$ cat config.mk
export PLATFORM = sky130hd
export DESIGN_NAME = rtc_tick_to_seconds_micros_accumulator
export DESIGN_NICKNAME = d
export VERILOG_FILES = /design/src/design/rtcacc_pkg.sv /design/src/design/rtc_tick_to_seconds_micros_accumulator.sv
export SDC_FILE = /design/constraint.sdc
export NUM_CORES = 1
export LEC_CHECK = 0
export BUFFER_PORTS_ARGS = -buffer_cell sky130_fd_sc_hd__buf_2
export CAP_MARGIN = 10
export CORE_ASPECT_RATIO = 1.1
export CORE_MARGIN = 2
export CORE_UTILIZATION = 30
export CTS_CLUSTER_SIZE = 40
export DETAILED_ROUTE_END_ITERATION = 10
export GPL_TIMING_DRIVEN = 0
export MAX_ROUTING_LAYER = met4
export SYNTH_ARGS = -nofsm -noshare
export SYNTH_HDL_FRONTEND = slang
export SYNTH_SLANG_ARGS = --single-unit
$ cat constraint.sdc
create_clock -name clk -period 24.1 [get_ports clk]
set_clock_uncertainty 0.15 [all_clocks]
set_input_delay 2.41 -clock clk [delete_from_list [all_inputs] [get_ports clk]]
set_output_delay 2.41 -clock clk [all_outputs]
set_load 0.02 [all_outputs]
$ cat src/design/rtcacc_pkg.sv
package rtcacc_pkg;

  localparam int unsigned TICK_W  = 32;
  localparam int unsigned SHIFT_W = 4;
  localparam int unsigned FRAC_W  = 15;
  localparam int unsigned PROD_W  = 25;
  localparam int unsigned MS_W    = 10;
  localparam int unsigned MICRO_W = 20;
  localparam int unsigned DIGIT_W = 8;

  localparam logic [SHIFT_W-1:0] SHIFT_RESET = 4'd15;
  localparam logic [MS_W-1:0]    US_PER_MS   = 10'd1000;

  typedef logic [MS_W-1:0] ms_t;

endpackage

$ cat src/design/rtc_tick_to_seconds_micros_accumulator.sv
// An accepted request runs the sub-second step (ST_MIC0, ST_MIC1), then the
// seconds add and the x1000 milli product byte-serially in ST_SEC, then ST_DONE.
// A new request is taken only in ST_IDLE, after the previous one leaves ST_DONE;
// it is taken while the previous result waits on out_ready.
// Reset (rst_n low, synchronous): seconds and microseconds clear to zero,
// tick_shift returns to 15, no result is pending.
module rtc_tick_to_seconds_micros_accumulator
  import rtcacc_pkg::*;
(
  input  logic                clk,
  input  logic                rst_n,
  input  logic                cfg_valid,
  output logic                cfg_ready,
  input  logic [SHIFT_W-1:0]  cfg_tick_shift,
  input  logic                in_valid,
  output logic                in_ready,
  input  logic [TICK_W-1:0]   in_tick_count,
  output logic                out_valid,
  input  logic                out_ready,
  output logic [TICK_W-1:0]   out_total_seconds,
  output logic [MICRO_W-1:0]  out_micro_part,
  output logic [TICK_W-1:0]   out_milli_ticks,
  output logic [MS_W-1:0]     out_sub_milli_micros
);

  localparam logic [2:0] ST_IDLE = 3'd0;
  localparam logic [2:0] ST_MIC0 = 3'd1;
  localparam logic [2:0] ST_MIC1 = 3'd2;
  localparam logic [2:0] ST_SEC  = 3'd3;
  localparam logic [2:0] ST_DONE = 3'd4;

  logic [2:0]          state_r, state_nxt;
  logic [1:0]          digit_r, digit_nxt;
  logic [SHIFT_W-1:0]  shift_r;
  logic [TICK_W-1:0]   sec_r, sec_nxt;
  logic [TICK_W-1:0]   add_r, add_nxt;
  logic [TICK_W-1:0]   mil_r, mil_nxt;
  logic [FRAC_W-1:0]   frac_r, frac_nxt;
  logic [FRAC_W-1:0]   rem_r, rem_nxt;
  ms_t                 ms_r, ms_nxt;
  ms_t                 ms_acc_r, ms_acc_nxt;
  ms_t                 us_acc_r, us_acc_nxt;
  ms_t                 mc_r, mc_nxt;
  logic                carry_r, carry_nxt;
  logic                out_valid_r;
  logic [TICK_W-1:0]   o_sec_r, o_mil_r;
  logic [MICRO_W-1:0]  o_micro_r;
  ms_t                 o_sub_r;

  logic [FRAC_W-1:0]   mask;
  logic [PROD_W-1:0]   p1, p2;
  ms_t                 us_step;
  logic [MS_W:0]       us_sum, ms_sum;
  logic                cu;
  logic [DIGIT_W:0]    dsum;
  logic [17:0]         mprod;
  logic                accept, load_out;

  assign cfg_ready = 1'b1;
  assign in_ready  = (state_r == ST_IDLE);
  assign accept    = in_valid && in_ready;
  assign load_out  = (state_r == ST_DONE) && (!out_valid_r || out_ready);

  always_comb begin
    mask     = FRAC_W'((16'h1 << shift_r) - 16'h1);
    p1       = PROD_W'(frac_r) * PROD_W'(US_PER_MS);
    p2       = PROD_W'(rem_r) * PROD_W'(US_PER_MS);
    us_step  = MS_W'(p2 >> shift_r);
    us_sum   = {1'b0, us_acc_r} + {1'b0, us_step};
    cu       = (us_sum >= {1'b0, US_PER_MS});
    ms_sum   = {1'b0, ms_acc_r} + {1'b0, ms_r} + {{MS_W{1'b0}}, cu};
    dsum     = {1'b0, sec_r[DIGIT_W-1:0]} + {1'b0, add_r[DIGIT_W-1:0]}
             + {{DIGIT_W{1'b0}}, carry_r};
    mprod    = 18'(dsum[DIGIT_W-1:0]) * 18'(US_PER_MS) + 18'(mc_r);

    state_nxt  = state_r;
    digit_nxt  = digit_r;
    sec_nxt    = sec_r;
    add_nxt    = add_r;
    mil_nxt    = mil_r;
    frac_nxt   = frac_r;
    rem_nxt    = rem_r;
    ms_nxt     = ms_r;
    ms_acc_nxt = ms_acc_r;
    us_acc_nxt = us_acc_r;
    mc_nxt     = mc_r;
    carry_nxt  = carry_r;

    case (state_r)
      ST_IDLE: begin
        if (accept) begin
          add_nxt   = in_tick_count >> shift_r;
          frac_nxt  = in_tick_count[FRAC_W-1:0] & mask;
          state_nxt = ST_MIC0;
        end
      end
      ST_MIC0: begin
        ms_nxt    = MS_W'(p1 >> shift_r);
        rem_nxt   = p1[FRAC_W-1:0] & mask;
        state_nxt = ST_MIC1;
      end
      ST_MIC1: begin
        us_acc_nxt = cu ? MS_W'(us_sum - {1'b0, US_PER_MS}) : us_sum[MS_W-1:0];
        carry_nxt  = (ms_sum >= {1'b0, US_PER_MS});
        ms_acc_nxt = carry_nxt ? MS_W'(ms_sum - {1'b0, US_PER_MS}) : ms_sum[MS_W-1:0];
        mc_nxt     = ms_acc_nxt;
        digit_nxt  = 2'd0;
        state_nxt  = ST_SEC;
      end
      ST_SEC: begin
        sec_nxt   = {dsum[DIGIT_W-1:0], sec_r[TICK_W-1:DIGIT_W]};
        add_nxt   = {{DIGIT_W{1'b0}}, add_r[TICK_W-1:DIGIT_W]};
        mil_nxt   = {mprod[DIGIT_W-1:0], mil_r[TICK_W-1:DIGIT_W]};
        mc_nxt    = MS_W'(mprod >> DIGIT_W);
        carry_nxt = dsum[DIGIT_W];
        digit_nxt = digit_r + 2'd1;
        if (digit_r == 2'd3) begin
          state_nxt = ST_DONE;
        end
      end
      ST_DONE: begin
        if (!out_valid_r || out_ready) begin
          state_nxt = ST_IDLE;
        end
      end
      default: begin
        state_nxt = ST_IDLE;
      end
    endcase
  end

  always_ff @(posedge clk) begin
    if (!rst_n) begin
      state_r     <= ST_IDLE;
      digit_r     <= 2'd0;
      shift_r     <= SHIFT_RESET;
      sec_r       <= '0;
      ms_acc_r    <= '0;
      us_acc_r    <= '0;
      out_valid_r <= 1'b0;
    end else begin
      state_r  <= state_nxt;
      digit_r  <= digit_nxt;
      sec_r    <= sec_nxt;
      ms_acc_r <= ms_acc_nxt;
      us_acc_r <= us_acc_nxt;
      if (cfg_valid) begin
        shift_r <= cfg_tick_shift;
      end
      if (load_out) begin
        out_valid_r <= 1'b1;
      end else if (out_ready) begin
        out_valid_r <= 1'b0;
      end
    end
  end

  always_ff @(posedge clk) begin
    add_r   <= add_nxt;
    mil_r   <= mil_nxt;
    frac_r  <= frac_nxt;
    rem_r   <= rem_nxt;
    ms_r    <= ms_nxt;
    mc_r    <= mc_nxt;
    carry_r <= carry_nxt;
    if (load_out) begin
      o_sec_r   <= sec_r;
      o_mil_r   <= mil_r;
      o_micro_r <= MICRO_W'(ms_acc_r) * MICRO_W'(US_PER_MS) + MICRO_W'(us_acc_r);
      o_sub_r   <= us_acc_r;
    end
  end

  assign out_valid            = out_valid_r;
  assign out_total_seconds    = o_sec_r;
  assign out_milli_ticks      = o_mil_r;
  assign out_micro_part       = o_micro_r;
  assign out_sub_milli_micros = o_sub_r;

`ifndef SYNTHESIS
  a_acc_range: assert property (@(posedge clk) disable iff (!rst_n)
    (us_acc_r < US_PER_MS) && (ms_acc_r < US_PER_MS))
    else $error("sub-second accumulator out of range");

  a_accept_starts: assert property (@(posedge clk) disable iff (!rst_n)
    accept |=> (state_r == ST_MIC0))
    else $error("accepted request did not start the sub-second step");

  a_milli_carry: assert property (@(posedge clk) disable iff (!rst_n)
    (state_r == ST_SEC) |-> (mc_r <= US_PER_MS))
    else $error("milli carry out of range");

  a_load_from_done: assert property (@(posedge clk) disable iff (!rst_n)
    $rose(out_valid_r) |-> $past(state_r == ST_DONE))
    else $error("result raised outside the done state");

  a_no_drop: assert property (@(posedge clk) disable iff (!rst_n)
    (state_r == ST_DONE) && out_valid_r && !out_ready |=> (state_r == ST_DONE))
    else $error("finished result left before output was free");
`endif

endmodule
==> impl_results.md, run 1 <==
* Status: complete, no violations
* Largest net degree at the start of global routing at 57
* Clock transition at path regs at 0.06 ns
* Vias/cell at 5.07
* Chip height at 290 microns
* First-pass GRT wire length at 94000 microns
* Max Slew Vio Count at 0
* Yosys Warn Count at 0
* Crit-path slowest cell: fa_1
* CTS tree: built
* CP most frequent cell: fa_1
* Placeable Area at 73300 sq um
* Drt first pass iters at 5
* Final setup fails at 0
* Worst-Margin Slew at 1.01 ns
* Remaining DRCs at 0
* Seq cells post-synth at 265
* DIE AREA at 76400 sq um
* CTS resizes at 0
* Post-synthesis sequential area ratio at 0.330
* Depth of the CTS H-tree at 1
* Hold Violations, Final at 0
* Wire per inst at 18.1 microns
* Post-Syn Nets at 2598
* Chip width at 264 microns
* Cell area after synthesis at 22300 sq um
* Post-synth top flop: edfxtp_1
* CP peak stage delay at 0.64 ns
* CP required at 24.36 ns
* Tmin final at 10.37 ns
* Post-synth EDFFs at 203
* Min-delay worst type: reg2reg
* 1st-iter DRT viols at 1168
* DP HPWL at 48200 microns
* Initial antenna violation count at 2
* Root Driver: clkbuf_16
* Max Fclk at 96.4 MHz
* Clk buf depth at 3
* Port Buffer Count at 135
* Crit Path Class: reg2reg
* RSZ-0062 raised after global routing: no
* Postcts setup bufs at 0
* Max Cap Viol at 0
* Initial Util at 0.304
* Boundary pin count at 138
* Congestion Overflow GR at 0
* FILL cells at 7450
* Hold Buf Count CTS at 0
* Synth-to-layout area growth at 13.5%
* Worst setup SP type: flip-flop
* Synth area leader: edfxtp_1
* Routed wire length at 60500 microns
* CP endpoint kind: flip-flop
* Total global-route track usage at 0.161
* Critical path fanouts, max at 7
* Via count at 17000
* Final period utilization at 0.430
* Slew margin rel. at 0.327
* Synth async-reset ratio at 0
* Clock sink count at 265
* Layout net count at 2769
* Share of the synthesized area in the top cell type at 0.274
* Post-DRT Antenna Nets at 0
* Final setup TNS at 0 ns
* Post-Syn Instances at 2192
* Layout cells sized above 1 at 0.122
* Leading post-synthesis cells by cell area: edfxtp_1 27%, fa_1 13%, ha_1 12%
* CTS Buf Count at 31
* Clock latency on the worst-skew pair at 0.59 ns
* Distinct cells, synth at 102
* Crit path DAT at 10.64 ns
* Number of global-route vias before repair at 16500
* Routability congestion estimate at 0.965
* Syn_area_per_cell at 10.2 sq um
* FP Rows at 104
## worst max-delay path, delay by kind of cell, from the launching register on
family / cells / cell delay (ns)
buffers and inverters: 3 / 0.19
AO/OA/AOI/OAI: 11 / 2.79
XOR/XNOR: 1 / 0.43
flip-flops: 1 / 0.58
multiplexers: 2 / 0.55
AND/OR/NAND/NOR: 7 / 1.63
adder cells (fa/ha/maj): 9 / 3.88
## cells in the mapped netlist, types with 36 or more instances
cell,count
o21ai_0,86
ha_1,218
inv_1,235
a21oi_1,161
fa_1,147
xnor2_1,57
a211oi_1,36
clkbuf_1,58
nor3_1,36
edfxtp_1,203
nor2_1,141
mux2i_1,48
dfxtp_1,62
nand3_1,40
nand2_1,214
## final timing paths
path,endpoint,cells after the start,slack (ns),startpoint
setup / recovery,mc_r[4],33,13.73,rem_r[5]
hold / removal,out_milli_ticks[6],0,0.27,mil_r[6]
setup reg to reg,mc_r[4],33,13.73,rem_r[5]
hold reg to reg,out_milli_ticks[6],0,0.27,mil_r[6]
## layout by cell type (no fill, tap or decap), types with 9 or more instances in the layout
cell	n
o21ai_0	86
nand2_1	214
dfxtp_1	62
buf_1	13
nand2b_1	13
a21oi_1	161
buf_2	137
nor2_1	141
or3_1	9
edfxtp_1	203
mux2i_1	48
clkbuf_16	32
and3_1	15
o211ai_1	17
ha_1	218
a31oi_1	18
mux2_2	19
xnor2_1	57
inv_1	235
nand3_1	40
nor2b_1	28
nor3_1	36
and2_1	12
clkbuf_8	9
a21o_1	18
mux4_2	23
o21a_1	17
fa_1	147
clkbuf_1	62
a211oi_1	36
xor2_1	34
o31ai_1	10
o21bai_1	11
## logic make-up (layout without fill, tap and decap cells)
logic type,Yosys count,in the layout,synth area share
AOI/OAI and AO/OA,489,489,0.146
xor gates and xnor gates,92,92,0.0366
adders and majority gates,365,365,0.255
buffers and inverters,325,521,0.0596
DFF,265,265,0.330
muxes,92,92,0.0562
other,1,3,0.000169
and+or+nand+nor,563,563,0.117
## state kept, by name, indices dropped and copies added (netlist names), 3 cells and up
| register | flops |
|---|---|
| mil_r | 32 |
| out_sub_milli_micros | 7 |
| us_acc_r | 10 |
| sec_r | 32 |
| out_milli_ticks | 32 |
| frac_r | 15 |
| shift_r | 4 |
| ms_r | 10 |
| out_total_seconds | 32 |
| out_micro_part | 20 |
| ms_acc_r | 10 |
| add_r | 32 |
| mc_r | 10 |
| state_r | 3 |
| rem_r | 12 |
## through the flow
step	util	cells	hold WS (ns)	setup slack [ns]	instance area (sq um)
final	0.345	3344	0.269	13.73	25300
after global routing	0.345	3344	0.275	13.20	25300
after CTS	0.345	3342	0.270	13.81	25200
after detailed placement	0.330	3284	0.255	13.88	24200
after global placement	0.329	3281	0.250	13.94	24100
after floorplan	-	2192	0.250	15.08	22300
## metal layers
| layer | GRT usage | vias up | routed length, microns |
|---|---|---|---|
| met1 | 0.206 | 8160 | 26700 |
| met3 | 0.0262 | 118 | 3830 |
| met5 | - | - | 0 |
| li1 | - | 8141 | - |
| met2 | 0.265 | 544 | 28200 |
| met4 | 0.0437 | 0 | 1690 |
## area by class of cell
class | instances | area, sq um | area share
Multi-Input combinational cell | 1602 | 13600 | 0.538
Clock inverter | 19 | 211 | 0.00837
Timing Repair Buffer | 138 | 734 | 0.0291
Sequential cell | 265 | 7340 | 0.291
Inverter | 238 | 893 | 0.0354
Buffer | 87 | 434 | 0.0172
Tap cell | 954 | 1190 | 0.0473
Antenna cell | 2 | 5.00 | 0.000198
Clock buffer | 39 | 847 | 0.0335
Power of run 1 is not shown: default switching activity piles up to over one toggle a cycle in this logic, so the estimate is an artifact.
==> run 2: changes to the inputs <==
--- a/config.mk
+++ b/config.mk
@@ -5,6 +5,7 @@
 export SDC_FILE = /design/constraint.sdc
 export NUM_CORES = 1
 export LEC_CHECK = 0
+export ABC_AREA = 1
 export BUFFER_PORTS_ARGS = -buffer_cell sky130_fd_sc_hd__buf_2
 export CAP_MARGIN = 10
 export CORE_ASPECT_RATIO = 1.1
==> constraint.sdc (replaced) <==
create_clock -name clk -period 10.1 [get_ports clk]
set_clock_uncertainty 0.15 [all_clocks]
set_input_delay 1.01 -clock clk [delete_from_list [all_inputs] [get_ports clk]]
set_output_delay 1.01 -clock clk [all_outputs]
set_load 0.02 [all_outputs]
==> run 2 against run 1 <==
  * Design area rose by 0.54%
  * Synthesized area rose by 0.42%
  * Register-to-register slack worse by 13 ns
  * Core utilization grew 0.063 points
  * Flip-flop and latch count unchanged
  * First-iteration DRC count rose by 17%
  * Setup slack got worse by 13 ns
  * Maximum frequency increased by 10%
  * Non-clock buffer count down 7
  * Synthesized cell count grew 22%
  * Routed wire length rose by 1.7%
  * Sequential share of layout area is 0.16 points lower
  * Highest routed layer unchanged
==> impl_results.md, run 2 <==
* Reg2reg path depth at 55 (was 33)
* Clk buf depth at 3 (unchanged)
* CP peak stage delay at 0.55 ns (was 0.64 ns)
* Crit-path slowest cell: fa_1 (unchanged)
* Crit Path Class: reg2reg (unchanged)
* Cell area after synthesis at 22300 sq um (about the same)
* Initial antenna violation count at 0 (was 2)
* Post-synth EDFFs at 203 (unchanged)
* R2R setup slack at 0.70 ns (was 13.73 ns)
* Drt first pass iters at 5 (unchanged)
* CTS Buf Count at 31 (unchanged)
* Slew margin rel. at 0.353 (was 0.327)
* Hold Violations, Final at 0 (unchanged)
* Worst setup SP type: flip-flop (unchanged)
* Post-Syn Instances at 2668 (was 2192)
* RR Endpoint: mc_r[8] (was mc_r[4])
* Commonest non-fill, non-tap cell in the layout: nand2_1 (was inv_1)
* Via count at 18400 (was 17000)
* Post-Syn Nets at 3074 (was 2598)
* Final setup TNS at 0 ns (unchanged)
* Top Metal Used: met4 (unchanged)
* Top cell types by occurrence after synthesis: 604 x nand2_1, 423 x inv_1, 218 x ha_1, 206 x nand3_1, 203 x edfxtp_1 (was 235 x inv_1, 218 x ha_1, 214 x nand2_1, 203 x edfxtp_1, 161 x a21oi_1)
* Diode count at 0 (was 2)
* Critical R2R Launch: rem_r[5] (unchanged)
* CP endpoint kind: flip-flop (unchanged)
* Number of global-route vias before repair at 18000 (was 16500)
* Total global-route track usage at 0.165 (was 0.161)
* Post-DRT Antenna Nets at 0 (unchanged)
* Hold Buf Count CTS at 0 (unchanged)
* Worst-Margin Slew at 0.970 ns (was 1.01 ns)
* FP Rows at 104 (unchanged)
* Critical Path Sink: mc_r[8] (was mc_r[4])
* First-pass GRT wire length at 98300 microns (was 94000 microns)
* Synth-to-layout area growth at 13.6% (was 13.5%)
* Max Slew Vio Count at 0 (unchanged)
* DP HPWL at 49900 microns (was 48200 microns)
* Layout cells sized above 1 at 0.0927 (was 0.122)
* Beginning of the critical path: rem_r[5] (unchanged)
* Leading post-synthesis cells by cell area: edfxtp_1 27%, fa_1 13%, ha_1 12% (unchanged)
* Remaining DRCs at 0 (unchanged)
* Clock latency on the worst-skew pair at 0.58 ns (was 0.59 ns)
* Final period utilization at 0.931 (was 0.430)
* Crit path DAT at 9.59 ns (was 10.64 ns)
* Max Cap Viol at 0 (unchanged)
* Root Driver: clkbuf_16 (unchanged)
* Chip height at 290 microns (about the same)
* Wire per inst at 16.1 microns (was 18.1 microns)
* Port Buffer Count at 136 (was 135)
* Most frequent cells in the layout: 604 x nand2_1, 423 x inv_1, 218 x ha_1 (was 235 x inv_1, 218 x ha_1, 214 x nand2_1)
* Distinct cells, synth at 60 (was 102)
* Seq cells post-synth at 265 (unchanged)
* Min-delay worst type: reg2reg (unchanged)
* WHS at 0.267 ns (was 0.269 ns)
* Depth of the CTS H-tree at 1 (unchanged)
* Final setup fails at 0 (unchanged)
* Congestion Overflow GR at 0 (unchanged)
* Initial Util at 0.304 (about the same)
* Status: complete, no violations (unchanged)
* CP required at 10.28 ns (was 24.36 ns)
* Chip width at 264 microns (about the same)
* Met2 WL post-DR at 29500 microns (was 28200 microns)
* Post-synth top flop: edfxtp_1 (unchanged)
* Yosys Warn Count at 0 (unchanged)
* Vias/cell at 4.80 (was 5.07)
* Placeable Area at 73500 sq um (was 73300 sq um)
* Synth async-reset ratio at 0 (unchanged)
* 1st-iter DRT viols at 1362 (was 1168)
* Post-synthesis sequential area ratio at 0.328 (was 0.330)
* Most frequent cell after synthesis: nand2_1 (was inv_1)
* DIE AREA at 76700 sq um (was 76400 sq um)
* Share of the synthesized area in the top cell type at 0.273 (was 0.274)
* Routability congestion estimate at 0.953 (was 0.965)
* Metal1 wirelength at 27600 microns (was 26700 microns)
* Layout net count at 3251 (was 2769)
* Max Fclk at 106 MHz (was 96.4 MHz)
* Syn_area_per_cell at 8.37 sq um (was 10.2 sq um)
* CP most frequent cell: nand2_1 (was fa_1)
* Largest net degree at the start of global routing at 42 (was 57)
* Met3 wire length at 2970 microns (was 3830 microns)
* Boundary pin count at 138 (unchanged)
* Critical path fanouts, max at 7 (unchanged)
* Tmin final at 9.40 ns (was 10.37 ns)
* CTS tree: built (unchanged)
* Synth area leader: edfxtp_1 (unchanged)
* Clock sink count at 265 (unchanged)
* RSZ-0062 raised after global routing: no (unchanged)
* Routed wire length at 61500 microns (was 60500 microns)
* Clock transition at path regs at 0.06 ns (about the same)
## run 2: cell types whose count changed in the layout (fill, tap and decap cells not counted), sizes merged, moves of 36 or more
cell | before | now
a211oi | 39 | 3
a21oi | 164 | 119
inv | 239 | 430
mux2i | 48 | 6
nand2 | 214 | 612
nand3 | 41 | 208
nor2 | 141 | 194
o21ai | 98 | 180
## run 2: stage by stage
stage | area [sq um] | std cells | util | setup WS, ns
2_1_floorplan | 22300 | 2668 | - | 1.95
3_3_place_gp | 24200 | 3758 | 0.329 | 0.832
3_5_place_dp | 24400 | 3764 | 0.331 | 0.739
4_1_cts | 25400 | 3822 | 0.345 | 0.706
5_1_grt | 25400 | 3824 | 0.345 | 0.0209
6_report | 25400 | 3824 | 0.345 | 0.697
## run 2: worst min-delay path by stage
stage                   from            endpoint  slack [ns]  cells past startpoint
detailed placement  mil_r[5]  out_milli_ticks[5]        0.25                      0
floorplan            mc_r[0]           mil_r[24]        0.25                      0
finish              mil_r[5]  out_milli_ticks[5]        0.27                      0
CTS                 mil_r[5]  out_milli_ticks[5]        0.27                      0
global route        mil_r[7]  out_milli_ticks[7]        0.27                      0
global placement    mil_r[0]  out_milli_ticks[0]        0.25                      0
## run 2: critical path, delay by kind of cell, from the launching register on
kind / cells / cell delay (ns)
simple gates: 31 / 3.14
buf+inv: 11 / 0.93
xor+xnor: 1 / 0.19
compound gates: 1 / 0.18
flops: 1 / 0.51
fa+ha+maj: 11 / 4.03
## run 2: layout make-up
cell class,instances,area [sq um]
multi-input cells,1903,13100
fillers,7683,48100
well taps,954,1190
clock buffers,38,812
inverters,426,1600
repair buffers,144,806
clock inverters,20,205
flip-flops and latches,265,7340
plain buffers,74,334
## run 2: repair_timing
action	4_1_cts	5_1_grt
resized for setup	0	1
endpoints found under the hold margin	0	0
endpoints found under the setup margin	0	9
setup buffers	0	2
## run 2: cells by family (layout without fill, tap and decap cells)
| group | Yosys count | after routing | share of synthesized area |
|---|---|---|---|
| compound gates | 374 | 374 | 0.0926 |
| xor+xnor | 75 | 75 | 0.0316 |
| fa+ha+maj | 365 | 365 | 0.254 |
| buf+inv | 500 | 702 | 0.0865 |
| flops | 265 | 265 | 0.328 |
| mux | 7 | 7 | 0.00319 |
| other cells | 1 | 1 | 0.000168 |
| simple gates | 1081 | 1081 | 0.204 |
## run 2: layer usage
metal  up-vias  global-route usage
li1       9066                   -
met1      8740               0.215
met2       462               0.275
met3        82              0.0174
met4         0              0.0409
met5         -                   -
Power of run 2 is left out for the same reason.
==> run 3: changes to the inputs <==
--- a/config.mk
+++ b/config.mk
@@ -13,7 +13,6 @@
 export CORE_UTILIZATION = 30
 export CTS_CLUSTER_SIZE = 40
 export DETAILED_ROUTE_END_ITERATION = 10
-export GPL_TIMING_DRIVEN = 0
 export MAX_ROUTING_LAYER = met4
 export SYNTH_ARGS = -nofsm -noshare
 export SYNTH_HDL_FRONTEND = slang
==> run 3 against run 2 <==
  * Die area stayed put
  * Register-to-register slack better by 0.57 ns
  * First-iteration DRC count shrank 22%
  * Via count decreased by 3.6%
  * Core utilization is 0.51 points lower
  * Routed wire length shrank 11%
==> impl_results.md, run 3 (synthesis results as in run 2) <==
* Status: complete, no violations (unchanged)
* Initial antenna violation count at 2 (was 0)
* Vias/cell at 4.71 (was 4.80)
* Critical R2R Launch: rem_r[5] (unchanged)
* CTS tree: built (unchanged)
* Layout cells sized above 1 at 0.0872 (was 0.0927)
* Boundary pin count at 138 (unchanged)
* Final setup fails at 0 (unchanged)
* Worst Hold Path Cells at 0 (unchanged)
* Hold EP: out_milli_ticks[0] (was out_milli_ticks[5])
* Congestion Overflow GR at 0 (unchanged)
* Initial Util at 0.304 (unchanged)
* Clock latency on the worst-skew pair at 0.57 ns (was 0.58 ns)
* Crit path DAT at 9.00 ns (was 9.59 ns)
* Remaining DRCs at 0 (unchanged)
* First-pass GRT wire length at 90700 microns (was 98300 microns)
* Max Fclk at 113 MHz (was 106 MHz)
* Hold Buf Count CTS at 0 (unchanged)
* Clock sink count at 265 (unchanged)
* Clk buf depth at 3 (unchanged)
* Critical path fanouts, max at 7 (unchanged)
* Via count at 17700 (was 18400)
* Synth-to-layout area growth at 12.0% (was 13.6%)
* Most frequent cells in the layout: 604 x nand2_1, 423 x inv_1, 218 x ha_1 (unchanged)
* Postcts setup bufs at 0 (unchanged)
* Port Buffer Count at 136 (unchanged)
* Hold Violations, Final at 0 (unchanged)
* RR Endpoint: mc_r[3] (was mc_r[8])
* Crit-path slowest cell: fa_1 (unchanged)
* Clock transition at path regs at 0.06 ns (about the same)
* DP Area at 24000 sq um (was 24400 sq um)
* Post-Layout Inst Area at 25000 sq um (was 25400 sq um)
* R2R setup slack at 1.26 ns (was 0.70 ns)
* Root Driver: clkbuf_16 (unchanged)
* CP required at 10.26 ns (was 10.28 ns)
* Commonest non-fill, non-tap cell in the layout: nand2_1 (unchanged)
* 1st-iter DRT viols at 1058 (was 1362)
* Total global-route track usage at 0.149 (was 0.165)
* Wire per inst at 14.6 microns (was 16.1 microns)
* Chip height at 290 microns (unchanged)
* Placeable Area at 73500 sq um (unchanged)
* Worst setup SP type: flip-flop (unchanged)
* Critical hold path startpoint: mil_r[0] (was mil_r[5])
* Number of global-route vias before repair at 17500 (was 18000)
* Slew margin rel. at 0.404 (was 0.353)
* DIE AREA at 76700 sq um (unchanged)
* Max Cap Viol at 0 (unchanged)
* Min-delay worst type: reg2reg (unchanged)
* Post-DRT Antenna Nets at 0 (unchanged)
* Largest net degree at the start of global routing at 74 (was 42)
* Final setup TNS at 0 ns (unchanged)
* RSZ-0062 raised after global routing: no (unchanged)
* Crit Path Class: reg2reg (unchanged)
* Depth of the CTS H-tree at 1 (unchanged)
* CP peak stage delay at 0.61 ns (was 0.55 ns)
* Tmin final at 8.84 ns (was 9.40 ns)
* Dpl cells at 3702 (was 3764)
* Routability congestion estimate at 0.892 (was 0.953)
* Chip width at 264 microns (unchanged)
* Worst-Margin Slew at 0.891 ns (was 0.970 ns)
* Final Non-Filler Cells at 3754 (was 3824)
* Reg2reg path depth at 52 (was 55)
* Drt first pass iters at 6 (was 5)
* Routed wire length at 54900 microns (was 61500 microns)
* CTS resizes at 0 (unchanged)
* CP endpoint kind: flip-flop (unchanged)
* Final period utilization at 0.875 (was 0.931)
* CP most frequent cell: nand2_1 (unchanged)
* FP Rows at 104 (unchanged)
* DP HPWL at 43600 microns (was 49900 microns)
* CTS Buf Count at 29 (was 31)
* Layout net count at 3185 (was 3251)
* Max Slew Vio Count at 0 (unchanged)
==> run 3: cell count changes in the layout (fill, tap and decap cells not counted), moves of 2 or more <==
cell,before,now
clkbuf_16,31,29
buf_2,154,136
inv_8,2,0
buf_6,3,0
buf_1,14,0
nor2_2,9,7
buf_4,9,18
clkinv_4,6,4
buf_12,3,0
dfxtp_2,0,2
clkbuf_1,40,5
bufinv_16,2,4
clkinvlp_4,4,2
dfxtp_1,62,60
==> run 3: through the flow <==
stage / utilization / setup WS (ns) / hold WS, ns
after detailed placement: 0.327 / 1.26 / 0.257
after floorplan: - / 1.95 / 0.250
final: 0.340 / 1.26 / 0.269
after CTS: 0.340 / 1.24 / 0.272
after global routing: 0.340 / 0.367 / 0.274
after global placement: 0.327 / 1.44 / 0.252
==> run 3: critical path, delay by kind of cell, from the launching register on <==
family | cells | cell delay (ns)
and+or+nand+nor | 30 | 2.77
DFF | 1 | 0.53
AOI/OAI and AO/OA | 3 | 0.52
adders and majority gates | 11 | 4.07
buffers and inverters | 8 | 0.55
==> run 3: layout make-up <==
cell class / count / area (sq um)
Fill cell: 7667 / 48500
Timing Repair Buffer: 154 / 816
Clock inverter: 16 / 211
Sequential cell: 265 / 7340
Multi-Input combinational cell: 1903 / 13100
Clock buffer: 35 / 758
Antenna cell: 1 / 2.50
Tap cell: 954 / 1190
Inverter: 426 / 1600
==> run 3: worst max-delay path by stage <==
| stage | start | end | slack (ns) | cells after the start |
|---|---|---|---|---|
| after floorplan | rem_r[5] | mc_r[8] | 1.95 | 52 |
| after global placement | rem_r[5] | mc_r[4] | 1.44 | 52 |
| after detailed placement | rem_r[5] | mc_r[7] | 1.26 | 52 |
| after CTS | rem_r[5] | mc_r[7] | 1.24 | 52 |
| after global routing | rem_r[5] | mc_r[4] | 0.37 | 52 |
| final | rem_r[5] | mc_r[3] | 1.26 | 52 |
==> run 3: per-layer routing <==
metal | vias up | global-route usage | wire (microns)
met1 | 8297 | 0.191 | 25100
met4 | 0 | 0.0421 | 1560
li1 | 8943 | - | -
met3 | 85 | 0.0164 | 2330
met2 | 363 | 0.247 | 25900
met5 | - | - | 0
Power of run 3 is left out for the same reason.
